### src/sv/sha256_pkg.sv
`timescale 1ns / 1ps
package sha256_pkg;

  typedef enum logic [2:0] {
    ST_IDLE,
    ST_PAD,
    ST_LOAD,
    ST_ROUND,
    ST_FOLD,
    ST_EMIT
  } state_e;

  typedef struct packed {
    logic [7:0] message_byte;
    logic       has_byte;
    logic       is_last;
  } in_item_t;

  typedef struct packed {
    logic [31:0] digest_word;
    logic [2:0]  word_index;
    logic        last_word;
  } out_item_t;

  localparam logic [7:0] PadByte = 8'h80;

  function automatic logic [31:0] round_k(input logic [5:0] idx);
    logic [31:0] k;
    unique case (idx)
      6'd0: k = 32'h428a2f98;  6'd1: k = 32'h71374491;
      6'd2: k = 32'hb5c0fbcf;  6'd3: k = 32'he9b5dba5;
      6'd4: k = 32'h3956c25b;  6'd5: k = 32'h59f111f1;
      6'd6: k = 32'h923f82a4;  6'd7: k = 32'hab1c5ed5;
      6'd8: k = 32'hd807aa98;  6'd9: k = 32'h12835b01;
      6'd10: k = 32'h243185be; 6'd11: k = 32'h550c7dc3;
      6'd12: k = 32'h72be5d74; 6'd13: k = 32'h80deb1fe;
      6'd14: k = 32'h9bdc06a7; 6'd15: k = 32'hc19bf174;
      6'd16: k = 32'he49b69c1; 6'd17: k = 32'hefbe4786;
      6'd18: k = 32'h0fc19dc6; 6'd19: k = 32'h240ca1cc;
      6'd20: k = 32'h2de92c6f; 6'd21: k = 32'h4a7484aa;
      6'd22: k = 32'h5cb0a9dc; 6'd23: k = 32'h76f988da;
      6'd24: k = 32'h983e5152; 6'd25: k = 32'ha831c66d;
      6'd26: k = 32'hb00327c8; 6'd27: k = 32'hbf597fc7;
      6'd28: k = 32'hc6e00bf3; 6'd29: k = 32'hd5a79147;
      6'd30: k = 32'h06ca6351; 6'd31: k = 32'h14292967;
      6'd32: k = 32'h27b70a85; 6'd33: k = 32'h2e1b2138;
      6'd34: k = 32'h4d2c6dfc; 6'd35: k = 32'h53380d13;
      6'd36: k = 32'h650a7354; 6'd37: k = 32'h766a0abb;
      6'd38: k = 32'h81c2c92e; 6'd39: k = 32'h92722c85;
      6'd40: k = 32'ha2bfe8a1; 6'd41: k = 32'ha81a664b;
      6'd42: k = 32'hc24b8b70; 6'd43: k = 32'hc76c51a3;
      6'd44: k = 32'hd192e819; 6'd45: k = 32'hd6990624;
      6'd46: k = 32'hf40e3585; 6'd47: k = 32'h106aa070;
      6'd48: k = 32'h19a4c116; 6'd49: k = 32'h1e376c08;
      6'd50: k = 32'h2748774c; 6'd51: k = 32'h34b0bcb5;
      6'd52: k = 32'h391c0cb3; 6'd53: k = 32'h4ed8aa4a;
      6'd54: k = 32'h5b9cca4f; 6'd55: k = 32'h682e6ff3;
      6'd56: k = 32'h748f82ee; 6'd57: k = 32'h78a5636f;
      6'd58: k = 32'h84c87814; 6'd59: k = 32'h8cc70208;
      6'd60: k = 32'h90befffa; 6'd61: k = 32'ha4506ceb;
      6'd62: k = 32'hbef9a3f7; 6'd63: k = 32'hc67178f2;
      default: k = 32'h0;
    endcase
    return k;
  endfunction

  function automatic logic [31:0] initial_hash(input logic [2:0] idx);
    logic [31:0] h;
    unique case (idx)
      3'd0: h = 32'h6a09e667; 3'd1: h = 32'hbb67ae85;
      3'd2: h = 32'h3c6ef372; 3'd3: h = 32'ha54ff53a;
      3'd4: h = 32'h510e527f; 3'd5: h = 32'h9b05688c;
      3'd6: h = 32'h1f83d9ab; 3'd7: h = 32'h5be0cd19;
      default: h = 32'h0;
    endcase
    return h;
  endfunction

  function automatic logic [31:0] rotr(input logic [31:0] x, input int unsigned n);
    return (x >> n) | (x << (32 - n));
  endfunction

endpackage

### src/sv/sha256_if.sv
`timescale 1ns / 1ps
interface sha256_in_if import sha256_pkg::*; ();
  logic     valid;
  logic     ready;
  in_item_t payload;
  modport source (output valid, output payload, input ready);
  modport sink (input valid, input payload, output ready);
endinterface

interface sha256_out_if import sha256_pkg::*; ();
  logic      valid;
  logic      ready;
  out_item_t payload;
  modport source (output valid, output payload, input ready);
  modport sink (input valid, input payload, output ready);
endinterface

### src/sv/sha256_round.sv
`timescale 1ns / 1ps
module sha256_round import sha256_pkg::*; (
  input  logic [255:0] vars_i,
  input  logic [31:0]  k_i,
  input  logic [31:0]  w_i,
  output logic [255:0] vars_o
);
  logic [31:0] a, b, c, d, e, f, g, h, t1, t2;
  always_comb begin
    {a, b, c, d, e, f, g, h} = vars_i;
    t1 = h + (rotr(e, 6) ^ rotr(e, 11) ^ rotr(e, 25)) + ((e & f) ^ (~e & g)) + k_i + w_i;
    t2 = (rotr(a, 2) ^ rotr(a, 13) ^ rotr(a, 22)) + ((a & b) ^ (a & c) ^ (b & c));
    vars_o = {t1 + t2, a, b, c, d + t1, e, f, g};
  end
endmodule

### src/sv/sha256_message_hasher.sv
`timescale 1ns / 1ps
// sha-256 over a byte stream: one byte per item, packed into a 16-word block
// memory with a read-modify-write per byte. the block word is read during the
// accepting cycle and merged and written back in the next one. a full block
// then streams its 16 words into a 16-register schedule window, runs 64
// rounds at one round per cycle and folds into the chaining hash. on an
// ending item the padding bytes (0x80, zero fill, 64-bit bit length) go
// through the same byte path, which may close one or two blocks. then eight
// digest items follow, one per cycle while the receiver is ready. one item is
// worked at a time: the input is not ready while a byte is written, a block is
// compressed or the digest is out. the chaining hash holds eight registers.
module sha256_message_hasher import sha256_pkg::*; (
  input  logic clk_i,
  input  logic rst_ni,
  sha256_in_if.sink    in_i,
  sha256_out_if.source out_o
);

  state_e state_q, state_d;

  // block memory
  logic [31:0] mem [16];
  logic [31:0] rd_q;
  logic [3:0]  rd_addr;
  logic        wr_en;
  logic [3:0]  wr_addr;
  logic [31:0] wr_data;

  always_ff @(posedge clk_i) begin
    if (wr_en) begin
      mem[wr_addr] <= wr_data;
    end
    rd_q <= mem[rd_addr];
  end

  logic [31:0]  hash_q [8];
  logic [255:0] vars_q, vars_next;
  logic [5:0]   pos_q, pos_d, next_pos;
  logic [63:0]  len_q, len_d, plen_q, plen_d;
  logic [6:0]   cnt_q, cnt_d;
  logic         phase_q, phase_d;
  logic [7:0]   byte_q, byte_d;
  logic         last_q, last_d;
  logic         pad_q, pad_d;     // in padding
  logic         lenph_q, lenph_d; // padding has reached the length bytes
  logic         done_q, done_d;   // final length byte placed
  logic [31:0]  w_q [16];         // schedule window for the round
  logic [31:0]  wt;
  logic [31:0]  s0, s1, wnew;
  logic         fold_en, load_en, emit_done;
  logic [2:0]   emit_idx_q;

  // schedule window held in registers, shifted one per round
  always_comb begin
    s0 = rotr(w_q[1], 7) ^ rotr(w_q[1], 18) ^ (w_q[1] >> 3);
    s1 = rotr(w_q[14], 17) ^ rotr(w_q[14], 19) ^ (w_q[14] >> 10);
    wnew = w_q[0] + s0 + w_q[9] + s1;
    wt = w_q[0];
  end

  sha256_round u_round (
    .vars_i(vars_q),
    .k_i   (round_k(cnt_q[5:0])),
    .w_i   (wt),
    .vars_o(vars_next)
  );

  always_comb begin
    state_d = state_q;
    pos_d = pos_q; len_d = len_q; plen_d = plen_q; cnt_d = cnt_q;
    phase_d = phase_q; byte_d = byte_q; last_d = last_q; pad_d = pad_q;
    lenph_d = lenph_q; done_d = done_q;
    next_pos = pos_q + 6'd1;
    rd_addr = pos_q[5:2];
    wr_en = 1'b0; wr_addr = pos_q[5:2]; wr_data = rd_q;
    in_i.ready = 1'b0;
    fold_en = 1'b0; load_en = 1'b0; emit_done = 1'b0;
    unique case (state_q)
      ST_IDLE: begin
        // the word at pos_q is read in this cycle, so the merge follows directly
        in_i.ready = 1'b1;
        if (in_i.valid) begin
          if (in_i.payload.has_byte) begin
            len_d = len_q + 64'd8;
            byte_d = in_i.payload.message_byte;
            last_d = in_i.payload.is_last;
            phase_d = 1'b1;
            state_d = ST_PAD;
          end else if (in_i.payload.is_last) begin
            plen_d = len_q;
            pad_d = 1'b1;
            lenph_d = 1'b0;
            byte_d = PadByte;
            phase_d = 1'b1;
            state_d = ST_PAD;
          end
        end
      end
      ST_PAD: begin
        // read cycle, then merge-and-write cycle
        if (!phase_q) begin
          phase_d = 1'b1;
        end else begin
          wr_en = 1'b1;
          wr_data[8*(2'd3 - pos_q[1:0]) +: 8] = byte_q;
          pos_d = next_pos;
          phase_d = 1'b0;
          state_d = ST_IDLE;
          // pick the next padding byte
          if (pad_q) begin
            state_d = ST_PAD;
            if (lenph_q) begin
              if (next_pos == 6'd0) begin
                done_d = 1'b1;
              end else begin
                byte_d = plen_q[8*(3'd7 - next_pos[2:0]) +: 8];
              end
            end else if (next_pos == 6'd56) begin
              lenph_d = 1'b1;
              byte_d = plen_q[63:56];
            end else begin
              byte_d = 8'h00;
            end
          end else if (last_q) begin
            plen_d = len_q;
            pad_d = 1'b1;
            lenph_d = 1'b0;
            byte_d = PadByte;
            state_d = ST_PAD;
          end
          if (pos_q == 6'd63) begin
            cnt_d = '0;
            state_d = ST_LOAD;
          end
        end
      end
      ST_LOAD: begin
        // stream 16 words into the window, data arrives in the cycle after the address
        rd_addr = cnt_q[3:0];
        if (cnt_q == 7'd0) begin
          cnt_d = 7'd1;
        end else begin
          load_en = 1'b1;
          cnt_d = cnt_q + 7'd1;
          if (cnt_q == 7'd16) begin
            cnt_d = '0;
            state_d = ST_ROUND;
          end
        end
      end
      ST_ROUND: begin
        cnt_d = cnt_q + 7'd1;
        if (cnt_q == 7'd63) begin
          cnt_d = '0;
          state_d = ST_FOLD;
        end
      end
      ST_FOLD: begin
        fold_en = 1'b1;
        phase_d = 1'b0;
        if (done_q) begin
          state_d = ST_EMIT;
        end else if (pad_q) begin
          state_d = ST_PAD;
        end else begin
          state_d = ST_IDLE;
        end
      end
      ST_EMIT: begin
        if (out_o.ready && emit_idx_q == 3'd7) begin
          emit_done = 1'b1;
          pos_d = '0; len_d = '0; pad_d = 1'b0; last_d = 1'b0;
          lenph_d = 1'b0; done_d = 1'b0;
          state_d = ST_IDLE;
        end
      end
      default: state_d = ST_IDLE;
    endcase
  end

  always_ff @(posedge clk_i or negedge rst_ni) begin
    if (!rst_ni) begin
      state_q <= ST_IDLE;
      pos_q <= '0; len_q <= '0; cnt_q <= '0; phase_q <= 1'b0;
      last_q <= 1'b0; pad_q <= 1'b0; lenph_q <= 1'b0; done_q <= 1'b0;
      emit_idx_q <= '0;
      for (int i = 0; i < 8; i++) hash_q[i] <= initial_hash(3'(i));
    end else begin
      state_q <= state_d;
      pos_q <= pos_d; len_q <= len_d; cnt_q <= cnt_d; phase_q <= phase_d;
      last_q <= last_d; pad_q <= pad_d; lenph_q <= lenph_d; done_q <= done_d;
      if (state_q == ST_EMIT && out_o.ready) emit_idx_q <= emit_idx_q + 3'd1;
      if (emit_done) begin
        for (int i = 0; i < 8; i++) hash_q[i] <= initial_hash(3'(i));
      end else if (fold_en) begin
        for (int i = 0; i < 8; i++) hash_q[i] <= hash_q[i] + vars_q[32*(7 - i) +: 32];
      end
    end
  end

  always_ff @(posedge clk_i) begin
    byte_q <= byte_d;
    plen_q <= plen_d;
    if (load_en) begin
      for (int i = 0; i < 15; i++) w_q[i] <= w_q[i + 1];
      w_q[15] <= rd_q;
      vars_q <= {hash_q[0], hash_q[1], hash_q[2], hash_q[3],
                 hash_q[4], hash_q[5], hash_q[6], hash_q[7]};
    end else if (state_q == ST_ROUND) begin
      for (int i = 0; i < 15; i++) w_q[i] <= w_q[i + 1];
      w_q[15] <= wnew;
      vars_q <= vars_next;
    end
  end

  assign out_o.valid = (state_q == ST_EMIT);
  assign out_o.payload.digest_word = hash_q[emit_idx_q];
  assign out_o.payload.word_index = emit_idx_q;
  assign out_o.payload.last_word = (emit_idx_q == 3'd7);

endmodule

### src/flat_wrapper.sv
// flat-port wrapper written by rule: the top's interface ports become plain ports
module sha256_message_hasher_flat import sha256_pkg::*;
  (clk_i, rst_ni, in_i_valid, in_i_payload, in_i_ready, out_o_valid, out_o_payload, out_o_ready);
  sha256_in_if in_i_i ();
  sha256_out_if out_o_i ();
  input  logic clk_i;
  input  logic rst_ni;
  input wire logic [$bits(in_i_i.valid)-1:0] in_i_valid;
  input wire logic [$bits(in_i_i.payload)-1:0] in_i_payload;
  output wire logic [$bits(in_i_i.ready)-1:0] in_i_ready;
  output wire logic [$bits(out_o_i.valid)-1:0] out_o_valid;
  output wire logic [$bits(out_o_i.payload)-1:0] out_o_payload;
  input wire logic [$bits(out_o_i.ready)-1:0] out_o_ready;
  assign in_i_i.valid = in_i_valid;
  assign in_i_i.payload = in_i_payload;
  assign in_i_ready = in_i_i.ready;
  assign out_o_valid = out_o_i.valid;
  assign out_o_payload = out_o_i.payload;
  assign out_o_i.ready = out_o_ready;
  sha256_message_hasher u_core (.clk_i(clk_i), .rst_ni(rst_ni), .in_i(in_i_i), .out_o(out_o_i));
endmodule
### config.mk
export PLATFORM = sky130hd
export DESIGN_NAME = sha256_message_hasher_flat
export DESIGN_NICKNAME = d
export VERILOG_FILES = /design/src/sv/sha256_pkg.sv /design/src/sv/sha256_if.sv /design/src/sv/sha256_round.sv /design/src/sv/sha256_message_hasher.sv /design/src/flat_wrapper.sv
export SDC_FILE = /design/constraint.sdc
export NUM_CORES = 2
export LEC_CHECK = 0
export BUFFER_PORTS_ARGS = -buffer_cell sky130_fd_sc_hd__buf_2
export CORE_MARGIN = 2
export CORE_UTILIZATION = 50
export CTS_CLUSTER_SIZE = 16
export DETAILED_ROUTE_END_ITERATION = 8
export PLACE_DENSITY_LB_ADDON = 0.3
export SYNTH_ARGS = -nofsm -noshare
export SYNTH_HDL_FRONTEND = slang
export SYNTH_SLANG_ARGS = --single-unit
### constraint.sdc
create_clock -name clk_i -period 135.1 [get_ports clk_i]
set_input_delay 13.51 -clock clk_i [delete_from_list [all_inputs] [get_ports clk_i]]
set_output_delay 13.51 -clock clk_i [all_outputs]
set_load 0.005 [all_outputs]
==> run metrics <==
critical path arrival 3.61 ns; Clock transition at path regs roughly 0.060 ns; Worst Max-Slew Pin Slew approximately 1.4 ns; Power Density 24.5 nW/um^2; Final GP Congestion 0.988; CORE AREA 185000 sq um; M1 wire length around 120 mm; synthesized instance count 7932; top-area cell type share of the netlist area a little over two fifths; buffers and inverters on the worst path 2; detailed-route DRC error count 0; hold_ws between 0.4 and 0.5 ns; Tcrit/Tclk final 12.7%; Final #Nets 8557; Setup Skew 0.0577 ns; Die Area 190000 sq um; drt initial violations ~8500; fin cells 10600; clock root buffer clkbuf_16; clk buf depth 3; EDFF count, synth 1349; clock latency on the worst-skew pair 0.85 ns; unrepaired setup endpoints after global routing no; vias per cell roughly 6.2; type of origin of the critical path register; largest net degree at the start of global routing approximately 190; die width 436 um; hold-fix buffer count after cts 0; initial antenna violation count 7; Routed Antenna Nets 0; top post-synthesis cells by count edfxtp_1, nand2_1, a21oi_1, o21ai_0, nor2_1; top routing layer used met5; boundary pin count 52; Leak 39.4 nW; Die H 436 um; Starting Density between 50% and 60%; number of fill cells approximately 15000; CP Data Required Time 121.59 ns; Pins Over Slew Limit 0; Synthesis Warnings 0; worst hold path type reg2reg; worst setup margin 117.99 ns; FMAX slightly below 60 MHz; r2r setup slk 122.78 ns; Post-CTS Setup Bufs 0; share of post-route cells with drive strength above 1 11.8%; WL per Instance 27.5 um; crit path kind reg2out; Worst path slowest cell dfrtp_4; first-pass GRT wire length 424 mm; top_reg_cell synth edfxtp_1; TritonCTS Buffers 181; delay-heaviest family, CP multiplexers; CTS sink cnt 1722; Seq/Total Area, Yosys a little over half; CTS tree done; syn_area_per_cell 11.8 sq um; total negative setup slack 0 ns; crit path time final roughly 17 ns; H-tree levels 4; metal3 WL ~34 mm; Worst setup EP type primary output; Hold Crit Start u_core.w_q[0][207]; Worst Path Max Fanout 41; DRT Wirelength slightly below 300 mm; P&R area growth vs syn 10.3%; dominant cell type by area after synthesis edfxtp_1; share of synthesized registers carrying an async set or reset 19.8%; DP Worst Slack approximately 120 ns; Cells after DPL 10200; # resized after CTS 0; Hold Vio Cnt, Final 0; Yosys reg bits 1722; Max Cap Viol 0; Post-Place Cell Area 96600 sq um; Rows approximately 160; Detailed Place HPWL 203 mm; most common cell in the netlist edfxtp_1; Final Instance Area about 100000 sq um; Distinct cells, synth 104; Met2 Wirelength 124 mm; Syn Std Cell Area 93200 sq um; R2R Path Start u_core.cnt_q[0]; grt ovf 0; via count 65700; CP max stage delay 0.85 ns; vias in the first global route 62500; GRT Total Usage between 30% and 40%; final setup fails 0; status completed; Synth area leaders edfxtp_1, dfrtp_1, ha_1; Slew headroom between 4 and 5%; syn nets 8543; PortBufs 51; worst setup path startpoint u_core.emit_idx_q[0]; VDD IR max about 24 uV; CP Cell Sequence buf_4, mux4_2, mux2_2, buf_2; TritonRoute pass-1 iters 6
per-layer routing:
| metal | track usage [%] | up-vias |
|---|---|---|
| met2 | 43.0 | 3333 |
| met5 | 0.428 | - |
| met4 | 10.6 | 6 |
| met1 | 43.3 | 32900 |
| met3 | 9.27 | 528 |
| li1 | - | 28900 |
power breakdown:
part           switching (W)  internal (W)  total (W)
registers           0.000100      0.000712   0.000812
clock network       0.000223      0.000295   0.000518
logic               0.000717      0.000466    0.00118
total                0.00104       0.00147    0.00251
cells in the final DEF (no fill, tap or decap), drive strengths merged, types with 205 or more instances in the layout:
| cell | instances |
|---|---|
| ha | 402 |
| a21oi | 524 |
| edfxtp | 1349 |
| mux4 | 209 |
| xnor2 | 345 |
| dfrtp | 205 |
| nand2 | 1090 |
| o21ai | 534 |
| clkbuf | 234 |
| inv | 376 |
| nor2 | 435 |
| xor2 | 251 |
area by class of cell:
cell class	instances	area [sq um]	share of cell area [%]
Clock buffer	234	4900	4.77
Multi-Input combinational cell	5487	40900	39.8
Antenna cell	2	5.00	0.00487
Clock inverter	105	1310	1.27
Tap cell	2480	3100	3.02
Sequential cell	1722	49900	48.5
Inverter	369	1390	1.35
Timing Repair Buffer	185	1320	1.29
worst paths after layout:
kind | endpoint | cells past startpoint
hold / removal | u_core.w_q[0][175] | 0
setup reg to reg | u_core.vars_q[127] | 39
setup / recovery | out_o_payload[27] | 4
min in group asynchronous | u_core.hash_q[196] | 1
max in group asynchronous | u_core.emit_idx_q[0] | 3
hold reg to reg | u_core.w_q[0][175] | 0
state kept, by name, summed over array words and instances, names as in the netlist:
| register | cells |
|---|---|
| u_core.rd_q | 32 |
| u_core.pos_q | 6 |
| u_core.byte_q | 8 |
| u_core.emit_idx_q | 3 |
| u_core.lenph_q | 1 |
| u_core.done_q | 1 |
| u_core.cnt_q | 7 |
| u_core.hash_q | 256 |
| u_core.mem | 512 |
| u_core.phase_q | 1 |
| u_core.len_q | 61 |
| u_core.plen_q | 61 |
| u_core.state_q | 3 |
| u_core.w_q | 512 |
| u_core.pad_q | 1 |
| u_core.vars_q | 256 |
| u_core.last_q | 1 |
stage by stage:
| stage | util (%) | total power [W] |
|---|---|---|
| 6_report | 55.5 | 0.00251 |
| 5_1_grt | 55.5 | 0.00264 |
| 4_1_cts | 55.5 | 0.00249 |
| 3_5_place_dp | 52.1 | 0.00196 |
| 3_3_place_gp | 52.1 | 0.00194 |
| 2_1_floorplan | - | 0.00157 |
worst reg2reg max path: cells and delay by family (launching register included):
| kind | cells | cell delay (ns) |
|---|---|---|
| adders and majority gates | 6 | 2.70 |
| and+or+nand+nor | 11 | 1.84 |
| xor gates and xnor gates | 2 | 0.95 |
| buffers and inverters | 7 | 1.67 |
| DFF | 1 | 0.33 |
| AOI/OAI and AO/OA | 13 | 4.56 |
logic make-up (layout without fill, tap and decap cells):
kind of cell / Yosys count / after routing / synth area share (%)
multiplexers: 303 / 303 / 6.12
AND/OR/NAND/NOR: 2214 / 2214 / 10.5
XOR/XNOR: 596 / 596 / 5.60
other: 0 / 2 / 0
buffers and inverters: 723 / 893 / 2.94
adder cells (fa/ha/maj): 604 / 604 / 9.66
flip-flops: 1722 / 1722 / 53.5
AO/OA/AOI/OAI: 1770 / 1770 / 11.7
No activity file was read; power rests on OpenSTA's default activity.
